[src/rtl/mbdl_pkg.sv]
// Package for the multi-limb binary-to-decimal leaf converter.
// Holds sizes, constants, payload and state types; used by every rtl module but mbdl_ram.
`default_nettype none
package mbdl_pkg;
   localparam int MAX_LIMBS  = 256;
   localparam int MAX_BLOCKS = 256;
   localparam int LIMB_W     = 64;
   localparam int REM_W      = 60;
   localparam int NUM_W      = REM_W + LIMB_W;
   localparam int LIMB_IDX_W = $clog2(MAX_LIMBS);
   localparam int BLOCK_W    = $clog2(MAX_BLOCKS);
   localparam int DIGITS     = 18;
   localparam int BCD_W      = 4 * DIGITS;
   localparam int POS_W      = 13;
   localparam logic [LIMB_W-1:0] TEN18      = 64'd1000000000000000000;
   // floor(2^123 / 10^18)
   localparam logic [LIMB_W-1:0] BARRETT_MU = 64'd10633823966279326983;
   localparam logic [5:0] CHAR_ZERO = 6'd48;

   localparam logic [1:0] CSR_LIMB_COUNT  = 2'd0;
   localparam logic [1:0] CSR_BLOCK_COUNT = 2'd1;
   localparam logic [1:0] CSR_LEAD_DIGITS = 2'd2;

   localparam logic ACT_LOAD    = 1'b0;
   localparam logic ACT_CONVERT = 1'b1;

   typedef struct packed {
      logic              action;
      logic [LIMB_W-1:0] limb_value;
   } mbdl_req_type;

   typedef struct packed {
      logic [5:0]       digit_char;
      logic [POS_W-1:0] digit_position;
      logic             last_of_block;
      logic             piece_done;
   } mbdl_rsp_type;

   typedef struct packed {
      logic              done;
      logic [LIMB_W-1:0] quo;
      logic [REM_W-1:0]  rem;
   } mbdl_div_res_type;

   typedef enum logic [2:0] {
      ST_IDLE,
      ST_LOAD,
      ST_DIV,
      ST_BCD,
      ST_EMIT
   } mbdl_state_type;

   typedef enum logic [1:0] {
      DS_IDLE,
      DS_MUL,
      DS_BACK,
      DS_FIX
   } mbdl_div_state_type;
endpackage
`default_nettype wire

[src/rtl/mbdl_bcd.sv]
// Shift-and-add-3 converter from a 60-bit remainder to 18 BCD digits.
// One bit per cycle; uses mbdl_pkg.
`default_nettype none
module mbdl_bcd (
   input  wire logic                         clock,
   input  wire logic                         reset,
   input  wire logic                         start,
   input  wire logic [mbdl_pkg::REM_W-1:0]   value,
   output logic                              done,
   output logic      [mbdl_pkg::BCD_W-1:0]   digits
);
   logic                        busy_ff, busy_in;
   logic                        done_ff, done_in;
   logic [5:0]                  cnt_ff, cnt_in;
   logic [mbdl_pkg::REM_W-1:0]  val_ff, val_in;
   logic [mbdl_pkg::BCD_W-1:0]  bcd_ff, bcd_in;
   logic [mbdl_pkg::BCD_W-1:0]  adj;

   always_comb begin
      for (int i = 0; i < mbdl_pkg::DIGITS; i++) begin
         adj[4*i +: 4] = (bcd_ff[4*i +: 4] >= 4'd5) ? bcd_ff[4*i +: 4] + 4'd3
                                                     : bcd_ff[4*i +: 4];
      end
      busy_in = busy_ff;
      done_in = 1'b0;
      cnt_in  = cnt_ff;
      val_in  = val_ff;
      bcd_in  = bcd_ff;
      if (start) begin
         busy_in = 1'b1;
         cnt_in  = 6'(mbdl_pkg::REM_W - 1);
         val_in  = value;
         bcd_in  = '0;
      end else if (busy_ff) begin
         bcd_in = {adj[mbdl_pkg::BCD_W-2:0], val_ff[mbdl_pkg::REM_W-1]};
         val_in = {val_ff[mbdl_pkg::REM_W-2:0], 1'b0};
         cnt_in = cnt_ff - 6'd1;
         if (cnt_ff == 6'd0) begin
            busy_in = 1'b0;
            done_in = 1'b1;
         end
      end
   end

   always_ff @(posedge clock) begin
      if (reset) begin
         busy_ff <= 1'b0;
         done_ff <= 1'b0;
      end else begin
         busy_ff <= busy_in;
         done_ff <= done_in;
      end
      cnt_ff <= cnt_in;
      val_ff <= val_in;
      bcd_ff <= bcd_in;
   end

   assign done   = done_ff;
   assign digits = bcd_ff;
endmodule
`default_nettype wire

[config.mk]
export PLATFORM = sky130hd
export DESIGN_NAME = mbdl_bcd
export DESIGN_NICKNAME = d
export VERILOG_FILES = /design/src/rtl/mbdl_pkg.sv /design/src/rtl/mbdl_bcd.sv
export SDC_FILE = /design/constraint.sdc
export NUM_CORES = 1
export LEC_CHECK = 0
export ABC_AREA = 1
export BUFFER_PORTS_ARGS = -buffer_cell sky130_fd_sc_hd__buf_2
export CAP_MARGIN = 30
export CORE_ASPECT_RATIO = 1.1
export CORE_MARGIN = 2
export CORE_UTILIZATION = 58
export CTS_BUF_LIST = sky130_fd_sc_hd__clkbuf_2 sky130_fd_sc_hd__clkbuf_4 sky130_fd_sc_hd__clkbuf_8
export DETAILED_ROUTE_END_ITERATION = 6
export PLACE_DENSITY = 0.83
export SLEW_MARGIN = 15
export SYNTH_ARGS = -nofsm -noshare
export SYNTH_HDL_FRONTEND = slang
export SYNTH_SLANG_ARGS = --single-unit
[constraint.sdc]
create_clock -name clock -period 3.25 [get_ports clock]
set_clock_uncertainty 0.2 [all_clocks]
set_input_delay 0.65 -clock clock [delete_from_list [all_inputs] [get_ports clock]]
set_output_delay 0.65 -clock clock [all_outputs]
set_load 0.02 [all_outputs]
Word-level counts from Yosys, hierarchy flattened
Cells that the tools add are included.
{"block": "word_totals", "regBits": 140, "latchBits": 0, "mem_bits_rw": 0, "romBits": 0, "input_bits": 63, "out_inout_bits": 73, "word_cells": 70, "n_memories": 0}
{"block": "classes", "n_addsub": 19, "n_mul": 0, "div_mod_pow": 0, "n_lt_le_gt_ge": 18, "eq_ne": 0, "shift": 0, "muxes": 24, "n_bitwise": 1, "n_reduce_logical": 3}
{"operator": "60-bit 2-to-1 mux", "count": 2}
{"operator": "4-bit by 3-bit >= comparator with 1-bit output, second input constant", "count": 18}
{"operator": "4-bit by 2-bit adder with 4-bit output, second input constant", "count": 17}
{"operator": "4-bit 2-to-1 mux", "count": 17}
{"operator": "6-bit logical NOT", "count": 1}
{"operator": "6-bit by 1-bit subtractor with 6-bit output, second input constant", "count": 1}
{"operator": "1-bit 2-to-1 mux", "count": 4}
{"operator": "3-bit by 2-bit adder with 3-bit output, second input constant", "count": 1}
{"operator": "3-bit 2-to-1 mux", "count": 1}
{"operator": "3-bit OR reduction", "count": 1}
{"operator": "2-bit nonzero test", "count": 1}
{"operator": "1-bit NOT", "count": 1}

Depth between registers and ports, before layout
Gate-level depths: netlist (run 1).
{"block": "depth", "depth_word": 4, "depth_mapped": 9, "depth_no_buf": 9}

Least setup slack after synthesis (run 1)
No wires, ideal clock.
{"block": "synth_timing", "kind": "input-to-reg", "startpoint": "input port start", "endpoint": "register val_ff[0] in the netlist's numbering (enable)", "t_arrival_ns": 2.013, "slack_ns": 0.623, "path_stages": 3, "n_path_buf": 1, "cell_sequence": "buf_6 -> nor2_8 -> inv_1"}
{"block": "synth_between", "elab_chain_cells": 1}
{"element": "start: declaration", "line_no": "mbdl_bcd.sv:7", "text": "input wire logic start,"}
{"element": "2-bit nonzero test (no line)"}
{"element": "end signal: assignment", "line_no": "mbdl_bcd.sv:54", "text": "val_ff <= val_in;"}
{"element": "end: declaration", "line_no": "mbdl_bcd.sv:15", "text": "logic [mbdl_pkg::REM_W-1:0] val_ff, val_in;"}
No other way between the ends.
A chain may end at the register's enable or synchronous reset.

Worst setup path in the final report (run 1)
{"block": "layout_timing", "startpoint": "register bcd_ff, in the netlist digits[24]", "endpoint": "output port digits[24] in the netlist's numbering"}
{"element": "start: declaration", "line_no": "mbdl_bcd.sv:16", "text": "logic [mbdl_pkg::BCD_W-1:0] bcd_ff, bcd_in;"}
{"element": "start signal: assignment", "line_no": "mbdl_bcd.sv:55", "text": "bcd_ff <= bcd_in;"}
{"element": "end: declaration", "line_no": "mbdl_bcd.sv:10", "text": "output logic [mbdl_pkg::BCD_W-1:0] digits"}
No word-level cell between the ends.

==> results.md, run 1 <==
- Outcome: finished, final reports clean
- Maximum fanout along the worst path: 7
- GPL Wtd Cong: 0.8370
- Count of cell types in the netlist: 22
- Top-Level Pins: 136
- Number of vias per cell: 5.076
- Min-delay worst type: in2reg
- First-pass detailed-route iteration total: 5
- Synth top area share: 0.2553
- Post-route setup TNS: 0 ns
- Synth Register Bits: 140
- Share of cells above drive strength 1: 0.1882
- Synth area leaders: edfxtp_1 (26%), dfxtp_1 (23%), nand2_1 (21%)
- Final Slew Violations: 0
- WHS Path Cells: 2
- Cts hold-fix bufs: 0
- Final Cell Area: 8237 sq um
- Starting density of the core: 0.5891
- Fin. Hold Viols: 0
- Cell Rows: 42
- WP buf/inv: 1
- Clk Latency, worst-skew pair: 0.44 ns
- Endpoints failing setup: 0
- DP Area: 7780 sq um
- Clock slew at reported path FFs: 0.07 ns
- Setup crit end kind: output pin
- Critical path depth: 1
- Initial antenna violation count: 1
- Sequential area share after synthesis: 0.4822
- DR DRC count: 0
- First-pass GRT wire length: 23,880 um
- Leak: 4.466 nW
- Slowest cell delay on critical path: 0.45 ns
- Max Root-Sink Buffers: 2
- Post_cts resized: 0
- Setup CP Type: reg2out
- R2R depth: 3
- Gr ovfl total: 0
- Die Wd: 109.2 um
- Crit path required time: 2.40 ns
- Setup Fix Bufs, Post-CTS: 0
- Max-slew headroom: 0.4520
- CTS Buf Count: 17
- Setup slack, reg-to-reg: 1.29 ns
- DIE AREA: 13,070 sq um
- Ant. Diodes: 0
- Average cell area after synthesis: 7.808 sq um
- Routed len/inst: 12.02 um
- Total number of vias: 6,096
- Fin crit share: 0.6029
- Worst-Margin Slew: 0.8221 ns
- Post-Syn Nets: 1,005
- Fmax: 510.3 MHz
- Routed Wire Length: 14,440 um
- Syn Std Cell Area: 7058 sq um
- CP max-delay cell: dfxtp_1
- Cell Pwr Density: 462.7 nW/um^2
- Number of synthesis warnings: 0
- Core area: 11,980 sq um
- Final Critical Period: 1.959 ns
- RSZ-0062 raised after global routing: no
- Number of port buffers: 135
- First DRT Iteration DRCs: 545
- H-tree level count: 4
- Worst-path cell chain: buf_2
- CTS tree: yes
- Top Family by Delay on Critical Path: flip-flops
- Startpoint type of the worst setup path: flop
- Post-DP HPWL: 9644 um
- Clock sink count: 140
- CTS root buf: clkbuf_8
- Layout Nets: 1,135
- Worst EP arrival: 1.11 ns
- Cell count after synthesis: 904
- Tot GR Track Use: 0.2300
- Max VDD drop: 0.0003859 V
- Synth area leader: edfxtp_1
- Die height: 119.7 um
- Antenna-violating nets left: 0
- Max cap viols: 0
- Area delta synth->final: 16.70%
- Pin count of the biggest net entering global routing: 83
- Vias in the first global route: 5,385
==> cell usage after synthesis <==
library cell and instances:
nand2_1 400, a21oi_2 1, a21oi_1 3, dfxtp_1 80, inv_1 89, nand2_4 1, buf_2 7, inv_4 2
o21ai_2 16, buf_4 13, nor2_2 1, nor2_8 1, o21ai_0 55, nand4_1 9, nand3_1 110, a22oi_2 1
buf_6 5, edfxtp_1 60, nor2_1 5, nor3_1 1, ha_1 38, clkbuf_1 6
==> per-layer routing <==
metal / share of wire / vias to the layer above / GRT usage / wire, um
li1: - / 3167 / - / -
met1: 0.46 / 2714 / 0.3032 / 6615
met4: 0.011 / 2 / 0.06566 / 159
met5: 0.0011 / - / 0 / 16
met2: 0.46 / 196 / 0.3649 / 6619
met3: 0.071 / 17 / 0.07170 / 1027
==> final cells by class <==
type / count / area, sq um
clock inverters: 13 / 195.2
multi-input cells: 642 / 3097
fillers: 991 / 3745
clock buffers: 19 / 261.5
well taps: 154 / 192.7
repair buffers: 142 / 740.7
flip-flops and latches: 140 / 3403
inverters: 91 / 346.6
==> sequential cells by signal (all words and copies together) (netlist names) <==
register,count
busy_ff,1
cnt_ff,6
digits,72
val_ff,60
done,1
==> path summary, 6_finish.rpt <==
path,startpoint,end
worst max register to register,busy_ff$_SDFF_PP0_,val_ff[40]$_DFFE_PP_
worst min-delay path,reset,busy_ff$_SDFF_PP0_
worst min register to register,digits[69]$_SDFFE_PP0P_,digits[69]$_SDFFE_PP0P_
worst max-delay path,digits[24]$_SDFFE_PP0P_,digits[24]
==> power by group <==
group / leakage [nW] / internal (W) / total (W) / switching [W]
Clock: 0.233 / 0.000946 / 0.00160 / 0.000654
Sequential: 1.26 / 0.00194 / 0.00196 / 0.0000289
Combinational: 2.97 / 0.0000858 / 0.000247 / 0.000161
Total: 4.47 / 0.00297 / 0.00381 / 0.000844
==> logic make-up (layout without fill, tap and decap cells) <==
group / count (synthesis) / after routing / share of synthesized area
simple gates: 528 / 528 / 0.3074
flops: 140 / 140 / 0.4822
buf+inv: 122 / 265 / 0.07906
compound gates: 76 / 76 / 0.06399
fa+ha+maj: 38 / 38 / 0.06736
==> cell usage in the layout (no fill, tap or decap) <==
cell | netlist | layout
nand2_1 | 400 | 400
nor2_1 | 5 | 5
buf_4 | 13 | 6
o21ai_0 | 55 | 55
nand2_4 | 1 | 1
clkinv_1 | 0 | 1
buf_2 | 7 | 135
nor2_8 | 1 | 1
edfxtp_1 | 60 | 60
nand4_1 | 9 | 9
a21oi_2 | 1 | 1
clkinv_2 | 0 | 5
clkbuf_8 | 0 | 19
inv_1 | 89 | 88
inv_2 | 0 | 1
buf_12 | 0 | 1
a22oi_2 | 1 | 1
dfxtp_1 | 80 | 80
bufinv_16 | 0 | 5
clkinvlp_4 | 0 | 1
clkinv_4 | 0 | 1
a21oi_1 | 3 | 3
nor3_1 | 1 | 1
o21ai_2 | 16 | 16
inv_4 | 2 | 2
ha_1 | 38 | 38
nor2_2 | 1 | 1
nand3_1 | 110 | 110
==> stage by stage <==
stage | setup WS, ns | std cells | util | hold slack, ns | total power, W
2_1_floorplan | 0.6226 | 904 | - | 0.2215 | 0.002172
3_3_place_gp | 1.068 | 1169 | 0.6493 | 0.2533 | 0.002244
3_5_place_dp | 1.043 | 1169 | 0.6493 | 0.2616 | 0.002251
4_1_cts | 1.264 | 1201 | 0.6874 | 0.1703 | 0.003837
5_1_grt | 1.176 | 1201 | 0.6874 | 0.1689 | 0.003965
6_report | 1.291 | 1201 | 0.6874 | 0.1962 | 0.003811
Power figures use the tool's default switching activity.
==> run 2, diff against run 1 <==
CORE_UTILIZATION = 52   (was 58)
PLACE_DENSITY = 0.79   (was 0.83)
clock period = 1.76 ns   (was 3.25 ns; I/O delays follow)
==> run 2 against run 1 <==
  * Global-route usage increased by 1.2 points
  * Via count rose by 6.4%
  * Utilization shrank 1.1 points
  * Clock power up 67%
  * Non-clock buffer count increased by 68
  * Wire length rose by 18%
  * Sequential power is 85% higher
  * Hold slack lost 0.024 ns
  * Cell count is 6.2% higher
  * Critical path type unchanged
==> results.md, run 2 (synthesis results as in run 1) <==
- Overall Power: 0.006930 W
- Tot GR Track Use: 0.2424
- Die height: 126.2 um
- Setup CP Type: reg2out
- Post-DP HPWL: 10,060 um
- Core area: 13,210 sq um
- Max Root-Sink Buffers: 2
- Final Cell Area: 8932 sq um
- Worst EP arrival: 1.14 ns
- Setup crit end kind: output pin
- Fmax: 592.3 MHz
- CTS Buf Count: 17
- Slowest cell delay on critical path: 0.39 ns
- Cell Pwr Density: 775.8 nW/um^2
- GPL Wtd Cong: 0.8390
- WHS Path Cells: 4
- DR WL met2: 8501 um
- R2R depth: 7
- H-tree level count: 4
- CP max-delay cell: dfxtp_1
- Vias in the first global route: 6,221
- Antenna-violating nets left: 0
- Final Critical Period: 1.688 ns
- Worst-path cell chain: buf_4, buf_2
- Uppermost layer routed: met4
- Max reg flops: 72
- Final Slew Violations: 0
- Outcome: finished, final reports clean
- Crit path required time: 1.21 ns
- Number of port buffers: 135
- DP Area: 7920 sq um
- Total number of vias: 6,484
- Die Wd: 115.1 um
- Initial antenna violation count: 0
- Setup Fix Bufs, Post-CTS: 0
- Final worst setup slack: 0.07155 ns
- Clk Latency, worst-skew pair: 0.45 ns
- Metal3 WL: 856 um
- Commonest non-fill, non-tap cell in the layout: nand2_1
- First-pass detailed-route iteration total: 5
- Fin crit share: 0.9593
- Clock slew at reported path FFs: 0.07 ns
- Area delta synth->final: 26.56%
- Ant. Diodes: 0
- Starting density of the core: 0.5342
- Top Family by Delay on Critical Path: flip-flops
- Max-slew headroom: 0.7560
- Min-delay worst type: in2reg
- Max VDD drop: 0.0006993 V
- Met1 wire length: 7372 um
- DIE AREA: 14,520 sq um
- RSZ-0062 raised after global routing: no
- DR DRC count: 0
- Share of cells above drive strength 1: 0.1812
- Max cap viols: 0
- Startpoint type of the worst setup path: flop
- Critical path depth: 2
- Routed len/inst: 13.36 um
- Routed Wire Length: 17,050 um
- Layout Nets: 1,203
- CTS tree: yes
- Fin. Hold Viols: 0
- Cell Rows: 44
- Dpl ws: 0.1626 ns
- Commonest cells after routing, fill and taps aside: nand2_1 (400), buf_2 (135), nand3_1 (110)
- Endpoints failing setup: 0
- Worst-Margin Slew: 0.3660 ns
- Gr ovfl total: 0
- Maximum fanout along the worst path: 4
- Pin count of the biggest net entering global routing: 58
- Clock sink count: 140
- First-pass GRT wire length: 28,310 um
- WP buf/inv: 2
- First DRT Iteration DRCs: 532
- Top-Level Pins: 136
- CTS root buf: clkbuf_8
- Leak: 4.751 nW
- Number of vias per cell: 5.082
[run 2: cell count changes in the layout (fill, tap and decap cells not counted), sizes merged]
cell	delta
buf	+7
bufinv	-2
clkbuf	+3
clkinv	-1
clkinvlp	+1
dlygate4sd3	+61
inv	-1
[run 2: repair_timing]
item | 4_1_cts | 5_1_grt
hold buffers | 61 | 0
endpoints found under the hold margin | 62 | 0
gates resized for setup | 0 | 3
setup endpoints to repair | 0 | 5
[run 2: final timing paths]
path / start / end / slack (ns)
worst min register to register: val_ff[59]$_DFFE_PP_ / digits[0]$_SDFFE_PP0P_ / 0.26
worst max register to register: digits[33]$_SDFFE_PP0P_ / digits[36]$_SDFFE_PP0P_ / 0.13
worst max-delay path: digits[60]$_SDFFE_PP0P_ / digits[60] / 0.07
worst min-delay path: start / done$_SDFF_PP0_ / 0.17
[run 2: report_power, final]
part | total (W) | internal, W | leakage (nW) | switching, W
sequential | 0.00363 | 0.00357 | 1.26 | 0.0000580
clock | 0.00267 | 0.00148 | 0.207 | 0.00119
combinational | 0.000626 | 0.000277 | 3.28 | 0.000349
[run 2: final cells by class]
type,instances,area [sq um]
inverter,91,350.3
tap,161,201.4
timing repair buffer,210,1479
sequential,140,3403
clock inverter,10,123.9
multi-input combinational,642,3097
clock buffer,22,277.8
fill,1067,4280
[run 2: through the flow]
| stage | util | setup TNS (ns) | hold slack, ns | std cells |
|---|---|---|---|---|
| 2_1_floorplan | - | -18.54 | 0.2144 | 904 |
| 3_3_place_gp | 0.5994 | 0 | 0.2515 | 1183 |
| 3_5_place_dp | 0.5994 | 0 | 0.2514 | 1183 |
| 4_1_cts | 0.6760 | 0 | 0.1420 | 1276 |
| 5_1_grt | 0.6760 | 0 | 0.1715 | 1276 |
| 6_report | 0.6760 | 0 | 0.1725 | 1276 |
[run 2: layer usage]
metal  up-vias  global-route usage
met4         0             0.09497
met5         -                   0
met2       210              0.4187
met1      2942              0.2933
met3        24             0.05197
li1       3308                   -
[run 2: worst register-to-register path, cell delays in order, from the launching register on]
cell	delay, ns
dfxtp_1	0.34
inv_1	0.11
ha_1	0.19
inv_1	0.05
o21ai_0	0.30
nand2_1	0.15
nand2_1	0.09
o21ai_0	0.09
==> run 3, diff against run 2 <==
--- a/config.mk
+++ b/config.mk
@@ -7,3 +7,2 @@
 export LEC_CHECK = 0
-export ABC_AREA = 1
 export BUFFER_PORTS_ARGS = -buffer_cell sky130_fd_sc_hd__buf_2
@@ -15,3 +14,3 @@
 export DETAILED_ROUTE_END_ITERATION = 6
-export PLACE_DENSITY = 0.79
+export PLACE_DENSITY = 0.78
 export SLEW_MARGIN = 15
==> constraint.sdc (replaced) <==
create_clock -name clock -period 1.76 [get_ports clock]
set_clock_uncertainty 0.2 [all_clocks]
set_input_delay 0.264 -clock clock [delete_from_list [all_inputs] [get_ports clock]]
set_output_delay 0.264 -clock clock [all_outputs]
set_load 0.02 [all_outputs]
==> run 3 against run 2 <==
  * Register-to-register slack lost 0.07 ns
  * Power increased by 20%
  * Critical endpoint is now digits[44]$_SDFFE_PP0P_
  * Largest power group unchanged
  * Synthesized cell count fell by 20%
==> results.md, run 3 <==
- Outcome: finished, final reports clean
- Worst-Margin Slew: 0.3585 ns
- Post-route setup TNS: 0 ns
- Cell Rows: 45
- Synth area leaders: edfxtp_1 (25%), dfxtp_1 (22%), mux2_2 (9.2%)
- Final Critical Period: 1.699 ns
- Post-synth EDFFs: 60
- Antenna-violating nets left: 0
- Routed Wire Length: 17,390 um
- CTS Buf Count: 17
- Slowest cell delay on critical path: 0.39 ns
- Top-Level Pins: 136
- Syn Std Cell Area: 7247 sq um
- Top FF cell, synth: dfxtp_1
- Cell count after synthesis: 723
- DIE AREA: 14,900 sq um
- DR DRC count: 0
- Dpl ws: -0.05609 ns
- CTS tree: yes
- Critical path's most frequent cell: inv_1
- Commonest cells after routing, fill and taps aside: buf_2 (134), inv_1 (72), dlygate4sd3_1 (61)
- Post-Syn Nets: 824
- Sw Share: 0.2801
- Gr ovfl total: 0
- Setup CP Type: reg2reg
- H-tree level count: 4
- Crit path required time: 1.91 ns
- Number of vias per cell: 5.521
- Fin crit share: 0.9656
- Average cell area after synthesis: 10.02 sq um
- Sequential area share after synthesis: 0.4696
- Synth Register Bits: 140
- Setup crit end kind: flop
- Clock slew at reported path FFs: 0.08 ns
- Synth top area share: 0.2486
- Cell Pwr Density: 866.6 nW/um^2
- Leak: 3.740 nW
- Maximum fanout along the worst path: 6
- Fmax: 588.4 MHz
- Number of synthesis warnings: 0
- Initial antenna violation count: 0
- First DRT Iteration DRCs: 313
- Starting density of the core: 0.5275
- Overall Power: 0.008286 W
- WP buf/inv: 2
- Clk Latency, worst-skew pair: 0.44 ns
- DP Area: 8444 sq um
- Fillers: 1,050
- Final worst setup slack: 0.06051 ns
- Max Root-Sink Buffers: 2
- Vias in the first global route: 5,919
- Max-slew headroom: 0.7610
- Critical Path End: digits[44]$_SDFFE_PP0P_
- Max VDD drop: 0.0005694 V
- Share of cells above drive strength 1: 0.3565
- Sequential power share: 0.471
- Die Wd: 116.6 um
- Int Pwr: 0.005965 W
- R2R depth: 6
- Clock power frac: 0.351
- Core area: 13,740 sq um
- Min-delay worst type: in2reg
- Count of cell types in the netlist: 41
- Pin count of the biggest net entering global routing: 66
- RSZ-0062 raised after global routing: yes
- Combinational share of power: 0.179
- Synth async-reset ratio: 0
- Total number of vias: 6,349
- Startpoint type of the worst setup path: flop
- Net Sw Power: 0.002321 W
- Post-DP HPWL: 10,940 um
- Critical path depth: 6
- Final Slew Violations: 0
- Ant. Diodes: 0
- Synth top cells by count: dfxtp_1 (80), inv_1 (72), edfxtp_1 (60)
- Routed len/inst: 15.12 um
- Synth area leader: edfxtp_1
- Worst-path cell chain: inv_1, ha_1, inv_1, o21ai_1, or3_1, a311oi_1
- Max cap viols: 0
- Max reg flops: 72
- First-pass GRT wire length: 27,920 um
- Area delta synth->final: 31.94%
- Die height: 127.8 um
- Tot GR Track Use: 0.2349
- Critical R2R Launch: digits[40]$_SDFFE_PP0P_
- Crit path from: digits[40]$_SDFFE_PP0P_
- Number of port buffers: 135
- Fin. Hold Viols: 0
- First-pass detailed-route iteration total: 4
- Final Cell Area: 9562 sq um
- Commonest non-fill, non-tap cell in the layout: buf_2
- Most numerous cell in the Yosys netlist: dfxtp_1
- FF-to-FF End: digits[44]$_SDFFE_PP0P_
- CTS root buf: clkbuf_8
- GPL Wtd Cong: 0.8534
- Worst EP arrival: 1.85 ns
- Setup slack, reg-to-reg: 0.06 ns
- Top Family by Delay on Critical Path: flip-flops
- CP max-delay cell: dfxtp_2
- Layout Nets: 1,050
- Endpoints failing setup: 0
- Clock sink count: 140
[run 3: cell count changes after synthesis, moves of 18 or more]
cell,previous run,this run
a21oi_1,3,55
mux2_2,0,59
nand2_1,400,38
nand3_1,110,19
nor2_1,5,37
o21ai_1,0,31
o32ai_1,0,18
[run 3: power by group through the flow]
stage,Sequential [W],Clock [W],Combinational (W)
floorplan,0.00406,0,0.000758
CTS,0.00389,0.00297,0.00145
global route,0.00394,0.00311,0.00162
finish,0.00390,0.00291,0.00148
detailed placement,0.00396,0,0.00134
global placement,0.00395,0,0.00130
[run 3: cell families after synthesis]
group                    synth area share
multiplexers                      0.09306
flip-flops                         0.4696
adder cells (fa/ha/maj)           0.06561
buffers and inverters             0.06215
AND/OR/NAND/NOR                    0.1108
AO/OA/AOI/OAI                      0.1927
XOR/XNOR                         0.006043
[run 3: timing repair]
action	4_1_cts	5_1_grt
endpoints found under the setup margin	2	10
pin swaps	0	2
buffers inserted	0	1
endpoints found under the hold margin	62	0
hold buffers	61	0
gates resized for setup	2	17
[run 3: layout make-up]
cell class | instances | area [sq um] | area share
Tap cell | 188 | 235.2 | 0.02460
Sequential cell | 140 | 3447 | 0.3605
Inverter | 72 | 270.3 | 0.02826
Multi-Input combinational cell | 477 | 3438 | 0.3596
Clock buffer | 17 | 234.0 | 0.02447
Clock inverter | 15 | 210.2 | 0.02198
Timing Repair Buffer | 241 | 1727 | 0.1806
[run 3: worst min-delay path by stage]
stage	from	cells past startpoint	slack [ns]	to
finish	start	2	0.02	cnt_ff[2]$_SDFFE_PP0P_
global route	start	2	0.03	cnt_ff[2]$_SDFFE_PP0P_
CTS	start	2	0.005	cnt_ff[2]$_SDFFE_PP0P_
detailed placement	reset	2	0.23	busy_ff$_SDFF_PP0_
global placement	reset	2	0.23	busy_ff$_SDFF_PP0_
floorplan	reset	1	0.14	busy_ff$_SDFF_PP0_
[run 3: per-stage QoR]
step | instances | util | hold WS [ns]
floorplan | 723 | - | 0.1364
global placement | 1056 | 0.6147 | 0.2284
detailed placement | 1056 | 0.6147 | 0.2312
CTS | 1149 | 0.6917 | 0.004539
global route | 1150 | 0.6960 | 0.02590
finish | 1150 | 0.6960 | 0.02181
[run 3: layer usage]
layer / up-vias / track usage / part of all wire / wire [um]
li1: 3111 / - / - / -
met1: 3013 / 0.2969 / 0.43 / 7456
met2: 197 / 0.3991 / 0.49 / 8602
met3: 28 / 0.05154 / 0.059 / 1028
met4: 0 / 0.07612 / 0.018 / 305
met5: - / 0 / 0 / 0
